--- config.mk ---
export PLATFORM = sky130hd
export DESIGN_NAME = priority_ready_queue
export DESIGN_NICKNAME = d
export VERILOG_FILES = /design/src/rtl/core/prq_pkg.sv /design/src/rtl/core/priority_ready_queue.sv
export SDC_FILE = /design/constraint.sdc
export NUM_CORES = 1
export LEC_CHECK = 0
export ABC_AREA = 1
export BUFFER_PORTS_ARGS = -buffer_cell sky130_fd_sc_hd__clkbuf_2
export CAP_MARGIN = 0
export CORE_AREA = 2 2 169 171
export DETAILED_ROUTE_END_ITERATION = 12
export DIE_AREA = 0 0 171 173
export GPL_TIMING_DRIVEN = 0
export HOLD_SLACK_MARGIN = 0.02
export PLACE_DENSITY = 0.8
export SYNTH_ARGS = -nofsm -noshare
export SYNTH_HDL_FRONTEND = slang
export SYNTH_SLANG_ARGS = --single-unit
--- constraint.sdc ---
create_clock -name clk -period 5.6 [get_ports clk]
set_input_delay 1.12 -clock clk [delete_from_list [all_inputs] [get_ports clk]]
set_output_delay 1.12 -clock clk [all_outputs]
set_load 0.02 [all_outputs]
--- src/rtl/core/prq_pkg.sv ---
package prq_pkg;

	localparam int MAX_TASKS_DEF = 16;

	localparam int ID_W     = 8;
	localparam int PRIO_W   = 8;
	localparam int STATUS_W = 2;
	localparam int COUNT_W  = 5;

	localparam logic OP_INSERT = 1'b0;
	localparam logic OP_REMOVE = 1'b1;

	localparam logic [STATUS_W-1:0] ST_OK        = 2'd0;
	localparam logic [STATUS_W-1:0] ST_FULL      = 2'd1;
	localparam logic [STATUS_W-1:0] ST_NOT_FOUND = 2'd2;

endpackage

--- src/rtl/core/priority_ready_queue.sv ---
// Channel | Direction | Handshake           | Payload
// input   | in        | in_valid, in_ready   | op, task_id, priority_req
// output  | out       | out_valid, out_ready | status, head_valid, head_task,
//         |           |                      | head_priority, entry_count
//
// One memory read and at most one memory write per cycle walk the table one entry at a time.
// An insert walks from the tail toward its slot, and a remove walks from the head past its match.
// The queue is empty after reset, and arst_n clears all control state.
// The finished result waits in an output register. A new item is taken while it waits.
// The next result waits for out_ready only at its last cycle.
module priority_ready_queue
	import prq_pkg::*;
#(
	parameter int MAX_TASKS = MAX_TASKS_DEF
) (
	input  logic                clk,
	input  logic                arst_n,
	input  logic                in_valid,
	output logic                in_ready,
	input  logic                op,
	input  logic [ID_W-1:0]     task_id,
	input  logic [PRIO_W-1:0]   priority_req,
	output logic                out_valid,
	input  logic                out_ready,
	output logic [STATUS_W-1:0] status,
	output logic                head_valid,
	output logic [ID_W-1:0]     head_task,
	output logic [PRIO_W-1:0]   head_priority,
	output logic [COUNT_W-1:0]  entry_count
);

	localparam int AW = (MAX_TASKS > 1) ? $clog2(MAX_TASKS) : 1;
	localparam int CW = $clog2(MAX_TASKS + 1);

	localparam logic [2:0] S_IDLE      = 3'd0;
	localparam logic [2:0] S_INS_CMP   = 3'd1;
	localparam logic [2:0] S_INS_PUT   = 3'd2;
	localparam logic [2:0] S_REM_FIND  = 3'd3;
	localparam logic [2:0] S_REM_SHIFT = 3'd4;
	localparam logic [2:0] S_DONE      = 3'd5;

	logic [ID_W-1:0]     queued_ids_q  [MAX_TASKS];
	logic [PRIO_W-1:0]   queued_prio_q [MAX_TASKS];

	logic [2:0]          state_q, state_d;
	logic [AW-1:0]       ptr_q, ptr_d;
	logic [CW-1:0]       occ_q, occ_d;
	logic [STATUS_W-1:0] res_status_q, res_status_d;
	logic [ID_W-1:0]     req_id_q;
	logic [PRIO_W-1:0]   req_prio_q;
	logic [ID_W-1:0]     rd_id_q;
	logic [PRIO_W-1:0]   rd_prio_q;
	logic [ID_W-1:0]     head_id_q;
	logic [PRIO_W-1:0]   head_prio_q;

	logic                out_valid_q;
	logic [STATUS_W-1:0] status_q;
	logic                head_valid_q;
	logic [ID_W-1:0]     head_task_q;
	logic [PRIO_W-1:0]   head_priority_q;
	logic [COUNT_W-1:0]  entry_count_q;

	logic                wr_en;
	logic [AW-1:0]       wr_addr;
	logic [ID_W-1:0]     wr_id;
	logic [PRIO_W-1:0]   wr_prio;
	logic [AW-1:0]       rd_addr;
	logic                load_out;
	logic                at_last;

	assign in_ready      = (state_q == S_IDLE);
	assign out_valid     = out_valid_q;
	assign status        = status_q;
	assign head_valid    = head_valid_q;
	assign head_task     = head_task_q;
	assign head_priority = head_priority_q;
	assign entry_count   = entry_count_q;

	assign at_last = ((CW'(ptr_q) + 1'b1) == occ_q);

	always_comb begin
		state_d      = state_q;
		ptr_d        = ptr_q;
		occ_d        = occ_q;
		res_status_d = res_status_q;
		wr_en        = 1'b0;
		wr_addr      = '0;
		wr_id        = req_id_q;
		wr_prio      = req_prio_q;
		rd_addr      = '0;
		load_out     = 1'b0;
		case (state_q)
			S_IDLE: begin
				if (in_valid) begin
					if (op == OP_INSERT) begin
						if (occ_q == CW'(MAX_TASKS)) begin
							res_status_d = ST_FULL;
							state_d      = S_DONE;
						end else if (occ_q == '0) begin
							wr_en        = 1'b1;
							wr_id        = task_id;
							wr_prio      = priority_req;
							occ_d        = occ_q + 1'b1;
							res_status_d = ST_OK;
							state_d      = S_DONE;
						end else begin
							rd_addr = AW'(occ_q - 1'b1);
							ptr_d   = AW'(occ_q - 1'b1);
							state_d = S_INS_CMP;
						end
					end else begin
						if (occ_q == '0) begin
							res_status_d = ST_NOT_FOUND;
							state_d      = S_DONE;
						end else begin
							ptr_d   = '0;
							state_d = S_REM_FIND;
						end
					end
				end
			end
			S_INS_CMP: begin
				wr_en   = 1'b1;
				wr_addr = ptr_q + 1'b1;
				if (rd_prio_q >= req_prio_q) begin
					wr_id   = rd_id_q;
					wr_prio = rd_prio_q;
					if (ptr_q == '0) begin
						state_d = S_INS_PUT;
					end else begin
						rd_addr = ptr_q - 1'b1;
						ptr_d   = ptr_q - 1'b1;
					end
				end else begin
					occ_d        = occ_q + 1'b1;
					res_status_d = ST_OK;
					state_d      = S_DONE;
				end
			end
			S_INS_PUT: begin
				wr_en        = 1'b1;
				occ_d        = occ_q + 1'b1;
				res_status_d = ST_OK;
				state_d      = S_DONE;
			end
			S_REM_FIND: begin
				if (rd_id_q == req_id_q) begin
					res_status_d = ST_OK;
					if (at_last) begin
						occ_d   = occ_q - 1'b1;
						state_d = S_DONE;
					end else begin
						rd_addr = ptr_q + 1'b1;
						ptr_d   = ptr_q + 1'b1;
						state_d = S_REM_SHIFT;
					end
				end else if (at_last) begin
					res_status_d = ST_NOT_FOUND;
					state_d      = S_DONE;
				end else begin
					rd_addr = ptr_q + 1'b1;
					ptr_d   = ptr_q + 1'b1;
				end
			end
			S_REM_SHIFT: begin
				wr_en   = 1'b1;
				wr_addr = ptr_q - 1'b1;
				wr_id   = rd_id_q;
				wr_prio = rd_prio_q;
				if (at_last) begin
					occ_d   = occ_q - 1'b1;
					state_d = S_DONE;
				end else begin
					rd_addr = ptr_q + 1'b1;
					ptr_d   = ptr_q + 1'b1;
				end
			end
			S_DONE: begin
				if (!out_valid_q || out_ready) begin
					load_out = 1'b1;
					state_d  = S_IDLE;
				end
			end
			default: begin
				state_d = S_IDLE;
			end
		endcase
	end

	always_ff @(posedge clk or negedge arst_n) begin
		if (!arst_n) begin
			state_q      <= S_IDLE;
			ptr_q        <= '0;
			occ_q        <= '0;
			res_status_q <= ST_OK;
			out_valid_q  <= 1'b0;
		end else begin
			state_q      <= state_d;
			ptr_q        <= ptr_d;
			occ_q        <= occ_d;
			res_status_q <= res_status_d;
			if (load_out) begin
				out_valid_q <= 1'b1;
			end else if (out_ready) begin
				out_valid_q <= 1'b0;
			end
		end
	end

	always_ff @(posedge clk) begin
		if (in_valid && in_ready) begin
			req_id_q   <= task_id;
			req_prio_q <= priority_req;
		end
		if (wr_en) begin
			queued_ids_q[wr_addr]  <= wr_id;
			queued_prio_q[wr_addr] <= wr_prio;
		end
		rd_id_q   <= queued_ids_q[rd_addr];
		rd_prio_q <= queued_prio_q[rd_addr];
		if (wr_en && (wr_addr == '0)) begin
			head_id_q   <= wr_id;
			head_prio_q <= wr_prio;
		end
		if (load_out) begin
			status_q      <= res_status_q;
			head_valid_q  <= (occ_q != '0);
			head_task_q   <= (occ_q != '0) ? head_id_q : '0;
			head_priority_q <= (occ_q != '0) ? head_prio_q : '0;
			entry_count_q <= COUNT_W'(occ_q);
		end
	end

endmodule

### Word-level counts from Yosys, hierarchy flattened

Memory sizes are Yosys's and may differ from the RTL's. A register that Yosys moved wholly into a read port is not among the register bits.
Index checks and enable logic that the tools add are counted.
W data, S select, Z words.

| storage, ports and cells | value |
|---|---|
| output and inout bits | 26 |
| input port bits | 21 |
| bits in writable memories | 256 |
| logic and storage cells | 135 |
| flip-flop bits (word level) | 71 |
| memories kept | 2 |

Memory list:

| name | words | bits a word | rd ports | clocked after Yosys merged registers in | write ports | line | text |
|---|---|---|---|---|---|---|---|
| queued_ids_q | 16 | 8 | 1 | 1 | 1 | priority_ready_queue.sv:42 | `logic [ID_W-1:0] queued_ids_q [MAX_TASKS];` |
| queued_prio_q | 16 | 8 | 1 | 1 | 1 | priority_ready_queue.sv:43 | `logic [PRIO_W-1:0] queued_prio_q [MAX_TASKS];` |

| cells by class | value |
|---|---|
| equal/unequal tests | 24 |
| multiplexer cells | 70 |
| reductions and logical operators | 19 |
| $lt $le $gt $ge | 1 |
| add/sub/neg operators | 5 |

Operators by type and width:

| cell | number |
|---|---|
| $mux W8 | 10 |
| $mux W4 | 15 |
| $pmux W8 S3 | 2 |
| $mux W5 | 7 |
| $mux W3 | 10 |
| $pmux W5 S5 | 1 |
| $pmux W4 S3 | 2 |
| $ne A2 B2 Y1 const B | 10 |
| $pmux W3 S6 | 1 |
| $mux W2 | 8 |
| $reduce_and A7 Y1 | 2 |
| $mux W1 | 11 |
| $reduce_bool A5 Y1 | 2 |
| $ne A3 B3 Y1 const B | 3 |
| $eq A8 B8 Y1 | 1 |
| $ge A8 B8 Y1 | 1 |
| $logic_not A4 Y1 | 2 |
| $pmux W2 S4 | 1 |
| $pmux W4 S2 | 1 |
| $eq A3 B2 Y1 const B | 2 |
| $eq A3 B3 Y1 const B | 2 |
| $reduce_and A6 Y1 | 1 |
| $add A4 B1 Y5 const B | 1 |
| $add A5 B1 Y5 const B | 1 |
| 21 further kinds | 22 |

### Depth between registers and ports, before layout

| logic depth | value |
|---|---|
| depth after elaboration | 8 |
| depth in mapped cells | 18 |
| mapped depth without buffers | 17 |

### Least setup slack after synthesis

Ideal clock, no wire load.

| timing | value |
|---|---|
| kind | input -> register |
| start point | input port op |
| end point | register head_id_q[0], enable pin |
| stages | 4 |
| slack | 2.067 ns |
| required time | 5.181 ns |
| data arrival time | 3.114 ns |
| setup time | 0.419 ns |
| path buffers | 1 |
| cell sequence | clkbuf_1 nor3_4 nand2_1 a311oi_1 |

| between the ends | value |
|---|---|
| longest elaborated chain between the ends | 4 |

RTL lines:

| what | line | text |
|---|---|---|
| from (decl) | priority_ready_queue.sv:20 | `input logic op,` |
| $mux W1 | priority_ready_queue.sv:95 | `if (op == OP_INSERT) begin` |
| $mux W1 | priority_ready_queue.sv:94 | `if (in_valid) begin` |
| $pmux W1 S2 | priority_ready_queue.sv:92 | `case (state_q)` |
| $logic_and A1 B1 Y1 | priority_ready_queue.sv:221 | `if (wr_en && (wr_addr == '0)) begin` |
| to (signal assigned) | priority_ready_queue.sv:222 | `head_id_q <= wr_id;` |
| to (decl) | priority_ready_queue.sv:53 | `logic [ID_W-1:0] head_id_q;` |

No other way between the ends.
A chain may end at the register's enable or synchronous reset.

### Final worst setup path

| timing | value |
|---|---|
| start point | register state_q[1] |
| end point | output port in_ready |

| between the ends | value |
|---|---|
| longest elaborated chain between the ends | 1 |

RTL lines:

| what | line | text |
|---|---|---|
| from (decl) | priority_ready_queue.sv:45 | `logic [2:0] state_q, state_d;` |
| from (signal assigned) | priority_ready_queue.sv:198 | `state_q <= state_d;` |
| $logic_not A3 Y1 | priority_ready_queue.sv:71 | `assign in_ready = (state_q == S_IDLE);` |
| to (decl) | priority_ready_queue.sv:19 | `output logic in_ready,` |

No other way between the ends.

==> results.toml <==
[run_status]
outcome = "complete, no violations"

[cts]
clk_pin_slew_ns = 0.06
cts_max_level = 2
root_buffer = "clkbuf_16"
cts_hold_buf = 0
postCtsResizedCells = 0
tritoncts = "built"
numCtsBuffers = 36
cts_sinks = 327
postCtsSetupRepairBufs = 0
clk-insertion-delay-late_ns = 0.52
cts_max_path_buffers = 3

[synthesis]
synth_area_per_cell_um2 = 10.1
synth.area.top_cells = "edfxtp_1, nand3_1, inv_1"
ys_ff_latch = 327
synthCells = 1528
syn_area_mm2 = 0.0154
synth_cell_types = 39
synth_top_area_frac = 0.579
synth_largest_area_cell = "edfxtp_1"
yosysSeqAreaShare = 0.624
ys_warn_count = 0
syn_nets = 1563

[detailed_routing]
drtIter0Drc = 1741
wl_um = 41400
antenna_left = 0
top_layer = "met4"
drc = 0
vias = 11600
wl_met1_um = 16000
drtPass1Iterations = 8
detail_route.wl_per_cell_um = 20.4
viasPerCell = 5.69
wl_met2_um = 19400
route.met3.wl_um = 3640

[placement]
dp_hpwl_um = 29600
numPortBuffers = 45
gp_congestion = 0.954

[min_path]
min_from = "res_status_q[0]"
hold_class = "reg2reg"

[timing]
period_minus_slack_ns = 3.55
rsz0062_at_grt = "no"
worst_pin_slew_ns = 1.37
relSlewSlack = 0.0858
slew_viol_final = 0
finalSetupTns_ns = 0
final.setup_skew_ns = 0.0210
min_period_over_period = 0.633
setup_viol = 0
fmax_mhz = 282
hold_violations = 0

[global_route]
grt_pass1_wl_um = 62800
grt_max_degree = 21
antenna_found_initial = 0
grt.total_usage = 0.283
first_global_vias = 11200
grt_overflow = 0

[floorplan]
die_x_um = 171
rows = 61
coreArea_mm2 = 0.0276
die_area_mm2 = 0.0296
die_h_um = 173
num_io_pins = 47
initial_core_util = 0.556

[critical_path]
required_ns = 4.48
crit_path_end_kind = "output pin"
start_kind = "register"
path_class = "reg2out"
crit_start = "state_q[1]"
r2r_slack_ns = 2.15
reg2reg_from = "occ_q[0]"
critical_path_arrival_ns = 2.43
critical_path.max_fanout = 10

[final_layout]
drive_gt1_frac = 0.129
fin_nets = 1668
n_fill_cell = 2184
diodes = 0
area_growth_pct = 13.2
final_cell_mix = "inv_1, edfxtp_1, nand3_1, nand2_1, nand4_1"
final_common_cell = "inv_1"

[job]
max-cap-violations = 0
-- layer usage --
layer / track usage / up-vias
li1: - / 5352
met1: 0.370 / 5424
met2: 0.456 / 654
met3: 0.0524 / 147
met4: 0.135 / 0
met5: 0 / -
-- Yosys cell counts --
cell type	n
nand4_2	1
nand2_1	245
or2_2	3
nor2_1	38
nor4_1	3
buf_4	15
dfxtp_1	16
o21ai_0	13
nor3_4	2
nor2_2	3
nand2_4	2
buf_2	36
nand4_1	133
o22ai_1	2
inv_2	6
nor2_4	5
a21o_1	1
xnor2_1	6
a21oi_1	9
dfrtp_1	15
clkbuf_1	31
inv_4	1
ha_1	14
nand3_2	5
a211oi_1	2
a31oi_1	2
o211ai_1	11
edfxtp_1	296
inv_1	319
buf_6	3
nand3_1	264
nor2_8	1
a311oi_1	1
nand3b_1	1
buf_1	3
xor2_1	10
nor3_1	3
o21bai_1	1
nand2_2	6
-- critical path, stage by stage (launching register included) --
cell	delay [ns]
dfrtp_1	0.44
inv_2	0.13
nand2_4	0.09
nor2_4	0.11
clkbuf_1	0.45
clkbuf_1	0.42
clkbuf_2	0.26
-- flip-flops by register name, indices dropped and copies added, names as in the netlist, 4 cells and up --
signal	flops
req_prio_q	8
queued_ids_q	121
ptr_q	4
occ_q	5
head_priority	8
rd_prio_q	8
rd_id_q	8
req_id_q	8
queued_prio_q	128
head_task	8
entry_count	5
head_id_q	7
-- per-stage QoR --
step / instance area [um^2] / setup slack (ns) / hold WS, ns / std cells / util
2_1_floorplan: 15400 / 2.07 / 0.425 / 1528 / -
3_3_place_gp: 16100 / 1.06 / 0.435 / 1951 / 0.581
3_5_place_dp: 16200 / 1.98 / 0.441 / 1970 / 0.588
4_1_cts: 17300 / 2.10 / 0.456 / 2031 / 0.628
5_1_grt: 17400 / 1.95 / 0.476 / 2034 / 0.629
6_report: 17400 / 2.05 / 0.455 / 2034 / 0.629
-- worst paths after layout --
check                                            to  depth (start not counted)
worst max-delay path                       in_ready                          6
worst min-delay path                      status[0]                          0
worst max register to register  queued_ids_q[10][4]                          9
worst min register to register            status[0]                          0
max in group asynchronous                  occ_q[0]                          1
min in group asynchronous                  ptr_q[1]                          1
-- cells by family after synthesis --
logic type	Yosys count	synth area share
XOR/XNOR	16	0.00912
AND/OR/NAND/NOR	715	0.230
AO/OA/AOI/OAI	42	0.0167
buffers and inverters	414	0.109
flip-flops	327	0.624
adder cells (fa/ha/maj)	14	0.0114
-- final cells by class --
| type | count | area [um^2] | area share |
|---|---|---|---|
| Timing Repair Buffer | 67 | 413 | 0.0237 |
| Clock inverter | 11 | 100 | 0.00576 |
| Multi-Input combinational cell | 787 | 4140 | 0.238 |
| Inverter | 326 | 1230 | 0.0705 |
| Clock buffer | 50 | 996 | 0.0573 |
| Tap cell | 378 | 473 | 0.0272 |
| Sequential cell | 327 | 9580 | 0.551 |
| Buffer | 88 | 454 | 0.0261 |
Power is not shown: default switching activity piles up to over one toggle a cycle in this logic, so the estimate is an artifact.
